**src/hw/rtl/alci_ram.sv**
```systemverilog
// Generic single-port-write, single-port-read RAM with registered read data.
// No dependencies.
`timescale 1ns / 1ps

module alci_ram #(
   parameter int WIDTH = 8,
   parameter int DEPTH = 16
) (
   input  logic                     clock,
   input  logic                     wr_en,
   input  logic [$clog2(DEPTH)-1:0] wr_addr,
   input  logic [WIDTH-1:0]         wr_data,
   input  logic [$clog2(DEPTH)-1:0] rd_addr,
   output logic [WIDTH-1:0]         rd_data
);

   logic [WIDTH-1:0] mem [DEPTH];
   logic [WIDTH-1:0] rd_data_ff;

   always_ff @(posedge clock) begin
      if (wr_en) begin
         mem[wr_addr] <= wr_data;
      end
      rd_data_ff <= mem[rd_addr];
   end

   assign rd_data = rd_data_ff;

endmodule

```
**config.mk**
```make
export PLATFORM = sky130hd
export DESIGN_NAME = alci_ram
export DESIGN_NICKNAME = d
export VERILOG_FILES = /design/src/hw/rtl/alci_ram.sv
export SDC_FILE = /design/constraint.sdc
export NUM_CORES = 1
export LEC_CHECK = 0
export ABC_AREA = 1
export BUFFER_PORTS_ARGS = -buffer_cell sky130_fd_sc_hd__clkbuf_2
export CORE_UTILIZATION = 60
export DETAILED_ROUTE_END_ITERATION = 8
export GPL_TIMING_DRIVEN = 0
export HOLD_SLACK_MARGIN = 0.02
export PLACE_DENSITY = 0.88
export REMOVE_ABC_BUFFERS = 1
export SLEW_MARGIN = 20
export SYNTH_ARGS = -nofsm -noshare
export SYNTH_HDL_FRONTEND = slang
export SYNTH_SLANG_ARGS = --single-unit
```
**constraint.sdc**
```tcl
create_clock -name clock -period 1.45 [get_ports clock]
set_input_delay 0.2175 -clock clock [delete_from_list [all_inputs] [get_ports clock]]
set_output_delay 0.2175 -clock clock [all_outputs]
set_load 0.01 [all_outputs]
```
==> metrics.md <==
| Metric | Value |
|---|---|
| Status | completed |
| Die width | 100 um |
| Mapped Area | 0.00577 mm2 |
| Most used cell, CP | nand3_1 |
| Critical Path RT | 1900 ps |
| TritonCTS clock tree | yes |
| Area Growth Syn to Fin | 13.5% |
| Area of the core | 0.00928 mm2 |
| Vias per std cell | 5.63 |
| Asr flop ratio synth | 0% |
| Met3 wire len | 1.10 mm |
| Overflow after GRT | 0 |
| I/O Buffers | 25 |
| H-tree depth | 4 |
| Final Util | 70.5% |
| Initial antenna violation count | 0 |
| Fillers | 594 |
| Clock latency at the later pin of the worst-skew pair | 520 ps |
| CTS Hold Bufs | 0 |
| Chip height | 100 um |
| Worst-path clk slew | 60 ps |
| Top Family by Delay on Critical Path | buffers and inverters |
| Setup ws final | 197 ps |
| DR WL/cell | 18.0 um |
| P_leak | 2.83 nW |
| Synthesized netlist cell count | 551 |
| Max clock buf depth | 2 |
| Clock power share | 48.7% |
| Crit path cell chain | clkbuf_4 -> inv_2 -> nand3_1 -> nand3_1 -> nand3_1 -> nand2_1 |
| Cell area power density | 1470 mW/mm2 |
| Setup Fix Bufs, Post-CTS | 0 |
| CP Capture Type | flop |
| Gate power share | 5.4% |
| Sequential share of the synthesized area | 69.4% |
| Nets | 589 |
| Worst vdd ir | 1.01 mV |
| Slew @ Worst Pin | 902 ps |
| Top post-synthesis cells by area | edfxtp_1 67%, nand2_1 11%, nand3_1 8.4%, inv_1 6.5%, dfxtp_1 2.8% |
| Top fanout value on the critical path | 33 |
| Yosys Warn Count | 0 |
| Number of cell rows | 35 |
| First-pass GRT wire length | 20.1 mm |
| Slew HR | 39.7% |
| Die Area | 0.0100 mm2 |
| Clock Root Buffer | clkbuf_8 |
| Internal power | 7.65 mW |
| Period utilization | 86.4% |
| Synth top area share | 66.7% |
| Final Skew | 6.69 ps |
| Setup crit start kind | input port |
| Synth top cells by count | 173 x nand2_1, 128 x edfxtp_1, 100 x inv_1 |
| Post-DP Area | 0.00589 mm2 |
| Post-layout total power | 9.63 mW |
| Psw | 1.98 mW |
| I/O Pins | 26 |
| Met2 Wirelength | 6.63 mm |
| RSZ-0062 raised after global routing | no |
| #FFs+latches synth | 136 |
| Min cycle time layout | 1250 ps |
| Cell accounting for the most synthesized area | edfxtp_1 |
| Non-filler cells, final | 713 |
| Placed cells | 681 |
| Initial Util | 62.1% |
| # setup viols final | 0 |
| Final Max Slew Viols | 0 |
| Unique masters post-synth | 12 |
| Post-synth EDFFs | 128 |
| Clock sink count | 136 |
| Setup CP Type | in -> reg |
| Largest net degree at the start of global routing | 66 |
| Post-layout instance area | 0.00655 mm2 |
| Vias | 4013 |
| 1st-iter DRT viols | 378 |
| Antenna diodes | 0 |
| Dpl hpwl | 7.00 mm |
| Setup TNS | 0 ps |
| Top-count cell post-synth | nand2_1 |
| Hold Path Class | in -> reg |
| Sw Ratio | 20.6% |
| Final RePlAce weighted congestion | 0.800 |
| Max Cap Viol | 0 |
| Vias in the first global route | 4061 |
| DRC viols | 0 |
| Worst Path Buf+Inv | 2 |
| Sequential power share | 45.9% |
| Post-DRT Antenna Nets | 0 |
| Met1 wire length | 4.63 mm |
| DP Worst Slack | -903 ps |
| WL final | 12.8 mm |
| Drt first pass iters | 7 |
| Share of layout cells above drive strength 1 | 9.59% |
| Total GRT Usage | 27.9% |
| Average size of a mapped cell | 10.5 um2 |
| Maximum clock frequency | 798 MHz |
| Crit-path slowest cell | inv_2 |
| Hold Fails Final Rpt | 0 |
| Max incr delay on CP | 570 ps |
| Top_reg_cell synth | edfxtp_1 |
| CTS buffer count | 17 |
| Hold Slack | 134 ps |
| Critical Path AT | 1710 ps |
| Top routing layer in use | met4 |
[per-layer routing]
| layer | GRT usage (%) | vias up |
|---|---|---|
| met3 | 6.62 | 52 |
| li1 | - | 1812 |
| met2 | 46.7 | 262 |
| met5 | 0 | - |
| met4 | 17.1 | 0 |
| met1 | 33.0 | 1887 |
[cell usage in the layout, fill, tap and decap left out, drive strengths merged]
| cell | n |
|---|---|
| edfxtp | 128 |
| clkinvlp | 2 |
| buf | 1 |
| inv | 103 |
| nand3 | 97 |
| clkbuf | 41 |
| nand2 | 173 |
| dfxtp | 8 |
| nand3b | 2 |
| bufinv | 6 |
| clkinv | 6 |
| nor2 | 17 |
[layout make-up]
class | count | area, um2 | area share (%)
multi-input cells | 289 | 1210 | 18.5
repair buffers | 25 | 134 | 2.04
clock inverters | 15 | 230 | 3.52
clock buffers | 17 | 414 | 6.33
flip-flops and latches | 136 | 4000 | 61.2
well taps | 129 | 161 | 2.47
inverters | 102 | 390 | 5.96
[worst paths after layout]
path | slack (ps) | cells past startpoint | from | end
setup / recovery | 200 | 6 | rd_addr[1] | rd_data[0]
hold / removal | 130 | 1 | wr_data[4] | mem[9][4]
setup reg to reg | 300 | 6 | mem[1][0] | rd_data[0]
hold reg to reg | 710 | 6 | mem[12][2] | rd_data[2]
[cells by family after synthesis]
family / count (synthesis) / synth area share [%]
AND/OR/NAND/NOR: 289 / 21.0
flip-flops: 136 / 69.4
buffers and inverters: 126 / 9.52
[timing repair]
action | CTS | global route
cloned | 0 | 0
endpoints found under the setup margin | 8 | 8
gates resized for setup | 3 | 3
[power by group through the flow]
stage,sequential [mW],combinational [mW],clock (mW)
2_1_floorplan,4.51,0.237,0
3_3_place_gp,4.50,0.469,0
3_5_place_dp,4.50,0.490,0
4_1_cts,4.42,0.506,4.68
5_1_grt,4.43,0.568,4.83
6_report,4.42,0.519,4.69
[state kept, by name, summed over array words and instances (netlist names)]
| register | flops |
|---|---|
| rd_data | 8 |
| mem | 128 |
No activity file was read; power rests on OpenSTA's default activity.
