===== config.mk =====
export PLATFORM = sky130hd
export DESIGN_NAME = alci_sqrt
export DESIGN_NICKNAME = d
export VERILOG_FILES = /design/src/hw/rtl/alci_pkg.sv /design/src/hw/rtl/alci_sqrt.sv
export SDC_FILE = /design/constraint.sdc
export NUM_CORES = 1
export LEC_CHECK = 0
export ABC_CLOCK_PERIOD_IN_PS = 9400
export BUFFER_PORTS_ARGS = -buffer_cell sky130_fd_sc_hd__buf_2
export CAP_MARGIN = 15
export CORE_MARGIN = 4
export CORE_UTILIZATION = 30
export CTS_CLUSTER_SIZE = 14
export DETAILED_ROUTE_END_ITERATION = 10
export GPL_TIMING_DRIVEN = 1
export HOLD_SLACK_MARGIN = 0.15
export PLACE_DENSITY_LB_ADDON = 0.05
export SETUP_SLACK_MARGIN = 0.02
export SLEW_MARGIN = 20
export SYNTH_ARGS = -nofsm -noshare
export SYNTH_HDL_FRONTEND = slang
export SYNTH_SLANG_ARGS = --single-unit

===== constraint.sdc =====
create_clock -name clock -period 9.4 [get_ports clock]
set_clock_uncertainty 0.15 [all_clocks]
set_input_delay 0.94 -clock clock [delete_from_list [all_inputs] [get_ports clock]]
set_output_delay 0.94 -clock clock [all_outputs]
set_load 0.005 [all_outputs]

===== src/hw/rtl/alci_pkg.sv =====
// Shared types, constants and field layout of the arc-length curve interpolator.
// No dependencies; every other file of the block but alci_ram imports this package.
`timescale 1ns / 1ps

package alci_pkg;

   localparam int MAX_POINTS = 256;
   localparam int FRAC_BITS  = 16;
   localparam int ADDR_W     = $clog2(MAX_POINTS);
   localparam int CNT_W      = $clog2(MAX_POINTS + 1);
   localparam int PT_W       = 32;
   localparam int LEN_W      = 42;
   localparam int ENTRY_W    = 2 * PT_W + LEN_W;
   localparam int HALF_W     = (LEN_W + 1) / 2;
   localparam int PP_W       = PT_W + HALF_W;
   localparam int PROD_W     = 2 * PT_W;
   localparam int NUM_W      = PT_W + LEN_W;
   localparam int SQ_IN_W    = 2 * PT_W + 1;
   localparam int SQ_ROOT_W  = PT_W + 1;
   localparam int SQ_REM_W   = SQ_ROOT_W + 4;
   localparam int STATUS_W   = 3;
   localparam int CSR_IDX_W  = 1;

   localparam int REQ_TDATA_W = 3 * PT_W;
   localparam int RSP_LEN_LSB = 2 * PT_W;
   localparam int RSP_CNT_LSB = 2 * PT_W + LEN_W;
   localparam int RSP_USED_W  = RSP_CNT_LSB + CNT_W;
   localparam int RSP_TDATA_W = ((RSP_USED_W + 7) / 8) * 8;

   localparam logic [LEN_W-1:0] LEN_MAX        = {LEN_W{1'b1}};
   localparam logic [PT_W-1:0]  RANGE_STOP_RST = PT_W'(64'd1 << FRAC_BITS);

   typedef enum logic [1:0] {
      OP_APPEND = 2'd0,
      OP_CLEAR  = 2'd1,
      OP_EVAL   = 2'd2,
      OP_NOP    = 2'd3
   } opcode_type;

   typedef enum logic [STATUS_W-1:0] {
      ST_OK    = 3'd0,
      ST_RANGE = 3'd1,
      ST_FEW   = 3'd2,
      ST_FULL  = 3'd3,
      ST_SPAN  = 3'd4
   } status_type;

   typedef enum logic [CSR_IDX_W-1:0] {
      CSR_RANGE_START = 1'b0,
      CSR_RANGE_STOP  = 1'b1
   } csr_index_type;

   typedef struct packed {
      logic start;
      logic wide;
   } div_ctl_type;

endpackage


===== src/hw/rtl/alci_sqrt.sv =====
// Bit-serial floor square root, one result bit per cycle.
// Depends on alci_pkg.
`timescale 1ns / 1ps

module alci_sqrt
   import alci_pkg::*;
(
   input  logic                 clock,
   input  logic                 reset,
   input  logic                 start,
   input  logic [SQ_IN_W-1:0]   radicand,
   output logic                 done,
   output logic [SQ_ROOT_W-1:0] root
);

   localparam int PAIR_W = 2 * SQ_ROOT_W;
   localparam int SC_W   = $clog2(SQ_ROOT_W + 1);

   logic [PAIR_W-1:0]    val_ff;
   logic [SQ_REM_W-1:0]  rem_ff;
   logic [SQ_ROOT_W-1:0] root_ff;
   logic [SC_W-1:0]      cnt_ff;
   logic                 done_ff;
   logic [SQ_REM_W-1:0]  rem_sh;
   logic [SQ_REM_W-1:0]  trial;

   assign rem_sh = {rem_ff[SQ_REM_W-3:0], val_ff[PAIR_W-1 -: 2]};
   assign trial  = {2'b00, root_ff, 2'b01};

   always_ff @(posedge clock) begin
      if (reset) begin
         cnt_ff  <= '0;
         done_ff <= 1'b0;
      end else begin
         done_ff <= 1'b0;
         if (start) begin
            val_ff  <= PAIR_W'(radicand);
            rem_ff  <= '0;
            root_ff <= '0;
            cnt_ff  <= SC_W'(SQ_ROOT_W);
         end else if (cnt_ff != '0) begin
            val_ff <= {val_ff[PAIR_W-3:0], 2'b00};
            if (rem_sh >= trial) begin
               rem_ff  <= rem_sh - trial;
               root_ff <= {root_ff[SQ_ROOT_W-2:0], 1'b1};
            end else begin
               rem_ff  <= rem_sh;
               root_ff <= {root_ff[SQ_ROOT_W-2:0], 1'b0};
            end
            cnt_ff <= cnt_ff - 1'b1;
            if (cnt_ff == SC_W'(1)) begin
               done_ff <= 1'b1;
            end
         end
      end
   end

   assign done = done_ff;
   assign root = root_ff;

endmodule


==> results.ini <==
[setup_path]
r2r_start = root[3]$_SDFFCE_PP0P_
critPathArrivalTime_ns = 3.47
cp-start-kind = input port
crit_required_ns = 9.31
crit_path_max_fanout = 106
cp-endpoint = rem_ff[15]$_SDFFCE_PP0P_
endpoint_kind = flip-flop
crit_start = start
path_class = in -> reg
ff2ff_path_depth = 10
r2r_end = rem_ff[32]$_SDFFCE_PP0P_
r2r_slack_ns = 5.97

[synthesis]
synth-simple-area-share = 0.108
muxShareOfSynthArea = 0.120
synthAdderAreaFrac = 0.0570
synth_nets = 814
synth_xor_area_frac = 0.0323
seq_area_frac_synth = 0.513
yosys_warnings = 0
synth_compound_area_frac = 0.124
syn_area_um2 = 8120
synthDistinctLibCells = 68
synth_top_family_by_area = compound AO/OA/AOI/OAI gates
synth_ff_type = edfxtp_1
syn_area_per_cell_um2 = 11.5
synth-edff-count = 134
syn_inst = 709
ys_seq_elements = 141
synthArstFlopShare = 0

[layout]
n_fill_cell = 2630
multi_input_area_um2 = 3600
drive_gt1_frac = 0.273
layout.area.seq_um2 = 4160
diodes = 0
syn2layout_area_growth_pct = 16.9
nets = 904
final_util = 0.360
final_area_um2 = 9500

[placement]
dpl_worst_slack_ns = 5.29
dp_hpwl_um = 13300
place_congestion = 0.775
dpl_cell_area_um2 = 8920
io_buffers = 101

[clock_tree]
htreeDepth = 4
cts_sinks = 141
cts_root_buf = clkbuf_16
tritoncts = done
cts-resized-gates = 0
worstSkewPairLatency_ns = 0.43
cts_setup_buffers = 0
clk_path_buf_depth = 2
numCtsBuffers = 17
hold_buffers = 0
clk_pin_slew_ns = 0.08

[routing]
ant_nets = 0
wl_per_cell_um = 16.5
routed_wl_um = 18900
via_count = 5660
drt_iter0_drc = 311
post_drt_via_cell_ratio = 4.93
drc_errors = 0
drtPass1Iterations = 5

[timing]
finalCriticalPeriod_ns = 3.56
max_clock_freq_mhz = 281
finalSetupTns_ns = 0
setup_viol_count_final = 0
post-route-period-util = 0.379
hold_violations = 0
fin_ws_ns = 5.84
slew_headroom = 0.300
tightest_slew_ns = 1.05
drv_slew = 0
rsz0062_at_grt = no

[power_and_ir_drop]
power.total_w = 0.00241
powerDensity_nw_per_um2 = 254
vdd_drop_max_uv = 94.2
p_leak_nw = 3.82

[floorplan]
die_h_um = 173
core.rowCount = 59
ios = 102
dieArea_um2 = 29800
die_w_um = 173
core_um2 = 26400
initial_utilization = 0.308

[grt]
overflow = 0
grt_pass1_vias = 5872
grt_usage = 0.128
grt_max_degree = 107
antenna_found_initial = 1
grt_pass1_wl_um = 31100

[min_path]
hp-class = reg -> reg

[run]
max_cap_violations = 0

[run_status]
status = complete, no violations

[cell usage in the layout, fill, tap and decap left out, drive strengths merged, types with 18 or more instances in the layout]
| cell type | n |
|---|---|
| mux2 | 64 |
| o21ai | 19 |
| edfxtp | 134 |
| nor2 | 93 |
| ha | 37 |
| clkbuf | 18 |
| a21oi | 46 |
| buf | 105 |
| mux2i | 25 |
| inv | 59 |
| nand2 | 34 |
| xnor2 | 23 |
[kinds of logic after synthesis]
| family | Yosys count |
|---|---|
| xor+xnor | 30 |
| mux | 89 |
| compound gates | 139 |
| buf+inv | 84 |
| flops | 141 |
| fa+ha+maj | 37 |
| simple gates | 189 |
[metal layers]
metal / global-route usage / wire (um) / vias up
met4: 0.0413 / 247 / 2
met5: 0 / 13 / -
li1: - / - / 2800
met1: 0.170 / 8990 / 2723
met2: 0.201 / 8590 / 117
met3: 0.0369 / 1020 / 18
[synthesized netlist by cell type (all sizes together), types with 6 or more instances]
cell type  number  area share
nand2          34       0.016
nor2           93       0.043
buf            15       0.014
a21o            9      0.0083
nand2b          6      0.0046
inv            50       0.023
xor2            7      0.0075
edfxtp        134        0.50
nand3          16       0.010
o31ai           6      0.0072
a211oi         12       0.014
ha             37       0.057
xnor2          23       0.025
nand4           6      0.0062
mux2           64       0.089
clkbuf         19      0.0091
a31oi           6      0.0065
dfxtp           7       0.017
nor3            6      0.0037
o21ai          19       0.012
mux2i          25       0.031
a21oi          46       0.029
[per-stage QoR]
stage,cells,hold slack [ns]
CTS,1147,0.379
global placement,1115,0.360
global route,1147,0.405
finish,1147,0.374
floorplan,709,0.337
detailed placement,1115,0.368
[state kept, by name (all words and copies together) (netlist names)]
register  count
cnt_ff        6
done          1
rem_ff       35
root         33
val_ff       66
[report_power, final]
group,total [W],internal (W),switching [W],leakage [nW]
clock,0.000669,0.000355,0.000314,0.280
combinational,0.000876,0.000364,0.000512,2.16
sequential,0.000864,0.000819,0.0000448,1.38
[final cells by class]
class                      instances  area share
sequential                       141       0.438
multi-input combinational        484       0.379
timing repair buffer             105      0.0580
clock buffer                      18      0.0452
tap                              335      0.0441
inverter                          50      0.0198
clock inverter                    14      0.0154
[how the worst min path moves through the flow]
stage                      startpoint                      to  cells past startpoint
4_1_cts        cnt_ff[1]$_SDFFE_PP0N_  cnt_ff[1]$_SDFFE_PP0N_                      2
5_1_grt          val_ff[48]$_DFFE_PP_    val_ff[50]$_DFFE_PP_                      1
3_3_place_gp   cnt_ff[1]$_SDFFE_PP0N_  cnt_ff[1]$_SDFFE_PP0N_                      2
2_1_floorplan  cnt_ff[1]$_SDFFE_PP0N_  cnt_ff[1]$_SDFFE_PP0N_                      2
6_report       cnt_ff[1]$_SDFFE_PP0N_  cnt_ff[1]$_SDFFE_PP0N_                      2
3_5_place_dp   cnt_ff[1]$_SDFFE_PP0N_  cnt_ff[1]$_SDFFE_PP0N_                      2
[worst max-delay path, stage by stage]
cell	delay, ns
buf_4	0.61
inv_1	0.34
a31oi_4	0.92
buf_12	0.54
Note: power is estimated with default switching activity, not from simulation.
