`src/hw/rtl/alci_pkg.sv`:
```
// Shared types, constants and field layout of the arc-length curve interpolator.
// No dependencies; every other file of the block but alci_ram imports this package.
`timescale 1ns / 1ps

package alci_pkg;

   localparam int MAX_POINTS = 256;
   localparam int FRAC_BITS  = 16;
   localparam int ADDR_W     = $clog2(MAX_POINTS);
   localparam int CNT_W      = $clog2(MAX_POINTS + 1);
   localparam int PT_W       = 32;
   localparam int LEN_W      = 42;
   localparam int ENTRY_W    = 2 * PT_W + LEN_W;
   localparam int HALF_W     = (LEN_W + 1) / 2;
   localparam int PP_W       = PT_W + HALF_W;
   localparam int PROD_W     = 2 * PT_W;
   localparam int NUM_W      = PT_W + LEN_W;
   localparam int SQ_IN_W    = 2 * PT_W + 1;
   localparam int SQ_ROOT_W  = PT_W + 1;
   localparam int SQ_REM_W   = SQ_ROOT_W + 4;
   localparam int STATUS_W   = 3;
   localparam int CSR_IDX_W  = 1;

   localparam int REQ_TDATA_W = 3 * PT_W;
   localparam int RSP_LEN_LSB = 2 * PT_W;
   localparam int RSP_CNT_LSB = 2 * PT_W + LEN_W;
   localparam int RSP_USED_W  = RSP_CNT_LSB + CNT_W;
   localparam int RSP_TDATA_W = ((RSP_USED_W + 7) / 8) * 8;

   localparam logic [LEN_W-1:0] LEN_MAX        = {LEN_W{1'b1}};
   localparam logic [PT_W-1:0]  RANGE_STOP_RST = PT_W'(64'd1 << FRAC_BITS);

   typedef enum logic [1:0] {
      OP_APPEND = 2'd0,
      OP_CLEAR  = 2'd1,
      OP_EVAL   = 2'd2,
      OP_NOP    = 2'd3
   } opcode_type;

   typedef enum logic [STATUS_W-1:0] {
      ST_OK    = 3'd0,
      ST_RANGE = 3'd1,
      ST_FEW   = 3'd2,
      ST_FULL  = 3'd3,
      ST_SPAN  = 3'd4
   } status_type;

   typedef enum logic [CSR_IDX_W-1:0] {
      CSR_RANGE_START = 1'b0,
      CSR_RANGE_STOP  = 1'b1
   } csr_index_type;

   typedef struct packed {
      logic start;
      logic wide;
   } div_ctl_type;

endpackage

```
`src/hw/rtl/alci_div.sv`:
```
// Restoring divider, one quotient bit per cycle; 42 or 32 quotient bits.
// Depends on alci_pkg.
`timescale 1ns / 1ps

module alci_div
   import alci_pkg::*;
(
   input  logic              clock,
   input  logic              reset,
   input  div_ctl_type       ctl,
   input  logic [NUM_W-1:0]  num,
   input  logic [LEN_W-1:0]  den,
   output logic              done,
   output logic [LEN_W-1:0]  quot
);

   localparam int DC_W = $clog2(LEN_W + 1);

   logic [LEN_W-1:0] rem_ff;
   logic [LEN_W-1:0] sh_ff;
   logic [LEN_W-1:0] quot_ff;
   logic [DC_W-1:0]  cnt_ff;
   logic             done_ff;
   logic [LEN_W:0]   trial;

   assign trial = {rem_ff, sh_ff[LEN_W-1]};

   always_ff @(posedge clock) begin
      if (reset) begin
         cnt_ff  <= '0;
         done_ff <= 1'b0;
      end else begin
         done_ff <= 1'b0;
         if (ctl.start) begin
            quot_ff <= '0;
            // the quotient is known to fit, so the top bits start as remainder
            if (ctl.wide) begin
               rem_ff <= LEN_W'(num[NUM_W-1:LEN_W]);
               sh_ff  <= num[LEN_W-1:0];
               cnt_ff <= DC_W'(LEN_W);
            end else begin
               rem_ff <= num[NUM_W-1:PT_W];
               sh_ff  <= {num[PT_W-1:0], (LEN_W - PT_W)'(0)};
               cnt_ff <= DC_W'(PT_W);
            end
         end else if (cnt_ff != '0) begin
            sh_ff <= {sh_ff[LEN_W-2:0], 1'b0};
            if (trial >= {1'b0, den}) begin
               rem_ff  <= LEN_W'(trial - {1'b0, den});
               quot_ff <= {quot_ff[LEN_W-2:0], 1'b1};
            end else begin
               rem_ff  <= trial[LEN_W-1:0];
               quot_ff <= {quot_ff[LEN_W-2:0], 1'b0};
            end
            cnt_ff <= cnt_ff - 1'b1;
            if (cnt_ff == DC_W'(1)) begin
               done_ff <= 1'b1;
            end
         end
      end
   end

   assign done = done_ff;
   assign quot = quot_ff;

endmodule

```
`config.mk`:
```
export PLATFORM = sky130hd
export DESIGN_NAME = alci_div
export DESIGN_NICKNAME = d
export VERILOG_FILES = /design/src/hw/rtl/alci_pkg.sv /design/src/hw/rtl/alci_div.sv
export SDC_FILE = /design/constraint.sdc
export NUM_CORES = 1
export LEC_CHECK = 0
export BUFFER_PORTS_ARGS = -buffer_cell sky130_fd_sc_hd__clkbuf_2
export CAP_MARGIN = 40
export CORE_MARGIN = 1
export CORE_UTILIZATION = 45
export CTS_CLUSTER_DIAMETER = 80
export DETAILED_ROUTE_END_ITERATION = 8
export PLACE_DENSITY_LB_ADDON = 0.12
export SETUP_SLACK_MARGIN = 0.4
export SYNTH_ARGS = -nofsm -noshare
export SYNTH_HDL_FRONTEND = slang
export SYNTH_SLANG_ARGS = --single-unit
export TNS_END_PERCENT = 50
```
`constraint.sdc`:
```
create_clock -name clock -period 13.6 [get_ports clock]
set_input_delay 2.72 -clock clock [delete_from_list [all_inputs] [get_ports clock]]
set_output_delay 2.72 -clock clock [all_outputs]
set_load 0.005 [all_outputs]
```
==> flow_summary.ini, run 1 <==
[timing]
period_minus_slack_ns = 5.90
hold_ws_ns = 0.541
setup_viol = 0
post-route-period-util = 0.434
finClkSkew_ns = 0.0148
hold_viol = 0
setup_tns_ns = 0
tightest_slew_ns = 0.866
max_slew_margin = 0.422
final-max-slew-violation-count = 0
fmax_mhz = 169
rsz0062_at_grt = no

[die]
core_region_area_um2 = 19000
boundaryPins = 163
rows = 50
die_x_um = 142
die_area_um2 = 20100
fp.dieH_um = 142
start_util = 0.464

[global_routing]
grt-ovfl-total = 0
gr-usage-met1 = 0.345
track_usage = 0.244
grt_pass1_wl_um = 37000
use_met2 = 0.380
grt_max_degree = 87
grtUsageMet3 = 0.0398
grt_antenna_before_repair = 0
grt_pass1_vias = 6763
top_usage_layer = met2

[synth]
netlist_top_cells_area = edfxtp_1 (43%), mux2i_1 (7.3%), ha_1 (6.3%), a21oi_1 (6.0%), nor2_1 (3.3%)
async_flop_share = 0
synth_edf_count = 126
synth.avg_cell_area_um2 = 9.95
synthFlopType = edfxtp_1
ys_seq_area_frac = 0.446
synth_top_area_frac = 0.430
synth.largest_area_cell = edfxtp_1
synth_area_um2 = 8800
synth_nets = 1050
ys_warn_count = 0
ys_seq_elements = 133
synth.distinct_cells = 62
syn_inst = 885

[routing]
wirelength_um = 23800
wl_per_cell_um = 18.4
viasPerCell = 5.54
ant_nets = 0
first_pass_iters = 5
drcViolationCount = 0
vias = 7168
drtIter0Drc = 445

[clocking]
cts.sinks = 133
cts.hold.buffers_added = 0
clk_pin_slew_worst_paths_ns = 0.06
max-clock-path-buffers = 2
cts_made_buffers = 17
cts_post_setup_buffers_inserted = 0
cts_tree = yes
cts_max_level = 4
clockRootBuffer = clkbuf_16
post_cts_resized = 0
clkLatencyLatePin_ns = 0.42

[power]
pwr-share-seq = 0.367
switching_power_uw = 522
p_per_area_nw_per_um2 = 148
peakVddDrop_mv = 0.0948
intPower_uw = 1010
p_sw_frac = 0.341
p_leak_uw = 0.00445
power_frac_clock = 0.306
combinationalPowerShare = 0.327

[flow_run]
cap_violations = 0

[hold_path]
hp-class = reg -> reg

[finish]
n_fill_cell = 1765
post_route_cells_drive_above_1_share = 0.213
n_antenna_cell = 0
mostFrequentLayoutCells = clkbuf_2 (160), edfxtp_1 (126), a21oi_1 (106)
nets = 1185
final_common_cell = clkbuf_2
syn_to_final_growth_pct = 18.0

[critical_path]
crit_required_ns = 13.73
crit_path_max_fanout = 55
criticalPathCategory = in -> reg
start_kind = input port
worstSetupEndpointType = flip-flop
arrival_ns = 6.04

[place]
gp_congestion = 0.900
portBuffers = 162
hpwl_um = 17600

[status]
status = finished, final reports clean
## power groups by stage
stage | Clock [µW] | Sequential, µW | Combinational (µW)
CTS | 475 | 562 | 499
finish | 469 | 563 | 502
floorplan | 0 | 567 | 372
global route | 489 | 569 | 556
detailed placement | 0 | 570 | 495
global placement | 0 | 570 | 493
## worst max-delay path, stage by stage
cell and delay, ns:
clkbuf_2 0.07, inv_1 0.04, ha_1 0.39, a21o_1 0.24
a31oi_1 0.14, nand2_1 0.15, a31o_2 0.29, a31oi_2 0.34
or4_1 0.17, and3_2 0.41, buf_4 0.56, nor2_1 0.10
a211oi_1 0.32, a21oi_1 0.06
## registers in the layout (all words and copies together), names as in the netlist
name	flops
cnt_ff	6
done	1
quot	42
rem_ff	42
sh_ff	42
## cell families after synthesis
family | count (synthesis) | share of synthesized area
buffers and inverters | 109 | 0.0512
adder cells (fa/ha/maj) | 45 | 0.0648
AO/OA/AOI/OAI | 252 | 0.188
XOR/XNOR | 43 | 0.0428
AND/OR/NAND/NOR | 238 | 0.133
multiplexers | 65 | 0.0740
flip-flops | 133 | 0.446
## cell type report
type / count / area (µm²) / share of cell area
Clock buffer: 19 / 443 / 0.0427
Clock inverter: 13 / 144 / 0.0139
Inverter: 55 / 206 / 0.0199
Sequential cell: 133 / 3920 / 0.378
Multi-Input combinational cell: 643 / 4440 / 0.427
Tap cell: 260 / 325 / 0.0313
Timing Repair Buffer: 170 / 903 / 0.0870
## metrics by stage
stage               cells  utilization  total power (µW)  setup slack [ns]  cell area, µm²
finish               1293        0.548              1530              7.70           10400
global placement     1259        0.515              1060              7.33            9750
detailed placement   1261        0.517              1060              7.31            9800
global route         1293        0.548              1610              7.39           10400
floorplan             885            -               939              4.66            8800
CTS                  1293        0.548              1540              7.73           10400
## path summary, 6_finish.rpt
check                       startpoint  cells after the start              endpoint  slack (ns)
setup / recovery                den[4]                     14  rem_ff[19]$_DFFE_PP_        7.70
hold / removal      sh_ff[8]$_DFFE_PP_                      1    sh_ff[9]$_DFFE_PP_        0.54
setup reg to reg  rem_ff[15]$_DFFE_PP_                     12  rem_ff[19]$_DFFE_PP_        9.69
hold reg to reg     sh_ff[8]$_DFFE_PP_                      1    sh_ff[9]$_DFFE_PP_        0.54
## layer usage
metal	up-vias	part of all wire
li1	3549	-
met1	3382	0.47
met2	201	0.45
met3	36	0.053
met4	0	0.019
met5	-	0
## Yosys cell counts, types with 6 or more instances
library cell / n
ha_1: 44
o21ai_0: 17
nand3_1: 17
nor2b_1: 46
clkbuf_1: 32
nor2_1: 77
a211oi_1: 33
nor4_1: 7
edfxtp_1: 126
inv_1: 53
a21o_1: 20
xnor2_1: 27
nor3_1: 8
nand2_1: 44
a21oi_1: 106
and4_1: 6
dfxtp_1: 7
nand4_1: 11
xor2_1: 16
mux2i_1: 64
o21ai_1: 7
buf_2: 15
a22o_1: 9
a31oi_1: 8
(Power assumes the default switching activity.)
==> run 2: changes to the inputs <==
- ABC_AREA: default -> 1
- clock period: 13.6 -> 5.3 ns (I/O delays scaled with it)
==> flow_summary.ini, run 2 <==
[global_routing]
grt_pass1_wl_um = 45700
grt_max_degree = 85
grt_antenna_before_repair = 2
track_usage = 0.269
grt_pass1_vias = 8602
grt-ovfl-total = 0

[timing]
worst_slack_ns = 1.84
finClkSkew_ns = 0.00895
max_slew_margin = 0.550
tightest_slew_ns = 0.675
setup_viol = 0
final-max-slew-violation-count = 0
post-route-period-util = 0.653
rsz0062_at_grt = no
fmax_mhz = 289
hold_viol = 0
setup_tns_ns = 0
period_minus_slack_ns = 3.46

[synth]
synth_top_area_frac = 0.383
synth_common_cells = nand2_1 (449), inv_1 (269), edfxtp_1 (126)
ys_warn_count = 0
netlist_top_cells_area = edfxtp_1 (38%), nand2_1 (17%), inv_1 (10%), ha_1 (5.6%), nand3_1 (4.8%)
synth_most_common_cell = nand2_1
ys_seq_area_frac = 0.398
synth.avg_cell_area_um2 = 7.19
syn_inst = 1373
synth.distinct_cells = 42
synth_area_um2 = 9870
synthFlopType = edfxtp_1
synth.largest_area_cell = edfxtp_1
synth_edf_count = 126
ys_seq_elements = 133
synth_nets = 1538
async_flop_share = 0

[clocking]
clk_pin_slew_worst_paths_ns = 0.06
cts.hold.buffers_added = 0
cts_max_level = 4
clockRootBuffer = clkbuf_16
cts_tree = yes
max-clock-path-buffers = 2
cts_made_buffers = 17
cts.sinks = 133
clkLatencyLatePin_ns = 0.40
post_cts_resized = 0
cts_post_setup_buffers_inserted = 0

[power]
p_sw_frac = 0.368
p_per_area_nw_per_um2 = 369
peakVddDrop_mv = 0.233
power_frac_clock = 0.292
intPower_uw = 2720
p_leak_uw = 0.00605
switching_power_uw = 1580
combinationalPowerShare = 0.366
pwr-share-seq = 0.342

[critical_path]
crit_required_ns = 5.46
crit_path_max_fanout = 43
criticalPathCategory = in -> reg
arrival_ns = 3.62
worstSetupEndpointType = flip-flop
start_kind = input port

[die]
fp.dieH_um = 150
start_util = 0.464
die_area_um2 = 22500
rows = 53
boundaryPins = 163
die_x_um = 150
core_region_area_um2 = 21300

[finish]
final_common_cell = nand2_1
n_antenna_cell = 0
nets = 1691
n_fill_cell = 2087
syn_to_final_growth_pct = 17.9
post_route_cells_drive_above_1_share = 0.147
mostFrequentLayoutCells = nand2_1 (449), inv_1 (268), clkbuf_2 (162)

[routing]
vias = 9207
wl_per_cell_um = 16.2
drcViolationCount = 0
drtIter0Drc = 687
wirelength_um = 29500
ant_nets = 0
first_pass_iters = 5
viasPerCell = 5.08

[status]
status = finished, final reports clean

[hold_path]
hp-class = reg -> reg

[flow_run]
cap_violations = 0

[place]
hpwl_um = 23600
pre_cts_ws_ns = 1.49
portBuffers = 162
gp_congestion = 1.00
[run 2: changes by cell type in the layout (fill, tap and decap cells not counted), sizes merged, moves of 13 or more]
cell    previous run  this run
a211oi            33         2
a21o              20         0
a21oi            107        36
a22oi              1        32
inv               59       275
mux2i             64         0
nand2             44       455
nand3             17        94
nand3b             0        30
nor2              77       121
nor2b             46         0
o221ai             7        22
xor2              16         3
[run 2: per-stage QoR]
stage,cells,utilization,instance area [µm²],power (µW),hold slack [ns]
finish,1814,0.547,11600,4300,0.511
global route,1814,0.547,11600,4560,0.516
CTS,1814,0.547,11600,4300,0.508
detailed placement,1782,0.517,11000,3030,0.498
global placement,1778,0.512,10900,3030,0.498
floorplan,1373,-,9870,2550,0.459
[run 2: worst max-delay path: stages]
cell,delay (ns)
clkbuf_2,0.08
inv_1,0.06
ha_1,0.41
nand2_2,0.13
inv_1,0.04
a21oi_1,0.23
nand2_1,0.13
a21oi_1,0.21
nand2_2,0.10
nand2_4,0.29
nand2_4,0.36
nand2_4,0.28
nand2_1,0.07
nand2_1,0.08
nand2_1,0.05
[run 2: worst paths after layout]
path	startpoint	endpoint	slack, ns	cells past startpoint
max	den[26]	rem_ff[40]$_DFFE_PP_	1.84	15
min	cnt_ff[2]$_SDFFE_PP0N_	cnt_ff[2]$_SDFFE_PP0N_	0.51	1
max reg2reg	rem_ff[23]$_DFFE_PP_	rem_ff[40]$_DFFE_PP_	2.19	13
min reg2reg	cnt_ff[2]$_SDFFE_PP0N_	cnt_ff[2]$_SDFFE_PP0N_	0.51	1
[run 2: cell type report]
class / instances / area [µm²] / share of cell area
inverters: 273 / 1020 / 0.0881
repair buffers: 173 / 966 / 0.0830
flip-flops and latches: 133 / 3920 / 0.337
multi-input cells: 928 / 4750 / 0.408
well taps: 275 / 344 / 0.0296
clock buffers: 18 / 429 / 0.0369
clock inverters: 14 / 200 / 0.0172
[run 2: cell families after synthesis]
| group | count (synthesis) | synth area share |
|---|---|---|
| fa+ha+maj | 45 | 0.0578 |
| simple gates | 727 | 0.312 |
| flops | 133 | 0.398 |
| compound gates | 131 | 0.0881 |
| buf+inv | 312 | 0.123 |
| xor+xnor | 25 | 0.0222 |
[run 2: power by group through the flow]
stage,logic [µW],registers (µW),clock network (µW)
6_report,1570,1470,1260
5_1_grt,1760,1490,1310
4_1_cts,1560,1470,1270
3_5_place_dp,1550,1490,0
3_3_place_gp,1540,1490,0
2_1_floorplan,1110,1450,0
[run 2: metal layers]
layer | wire, µm | global-route usage
met3 | 2110 | 0.0506
met1 | 13400 | 0.381
met5 | 0 | 0
met4 | 447 | 0.0677
met2 | 13500 | 0.422
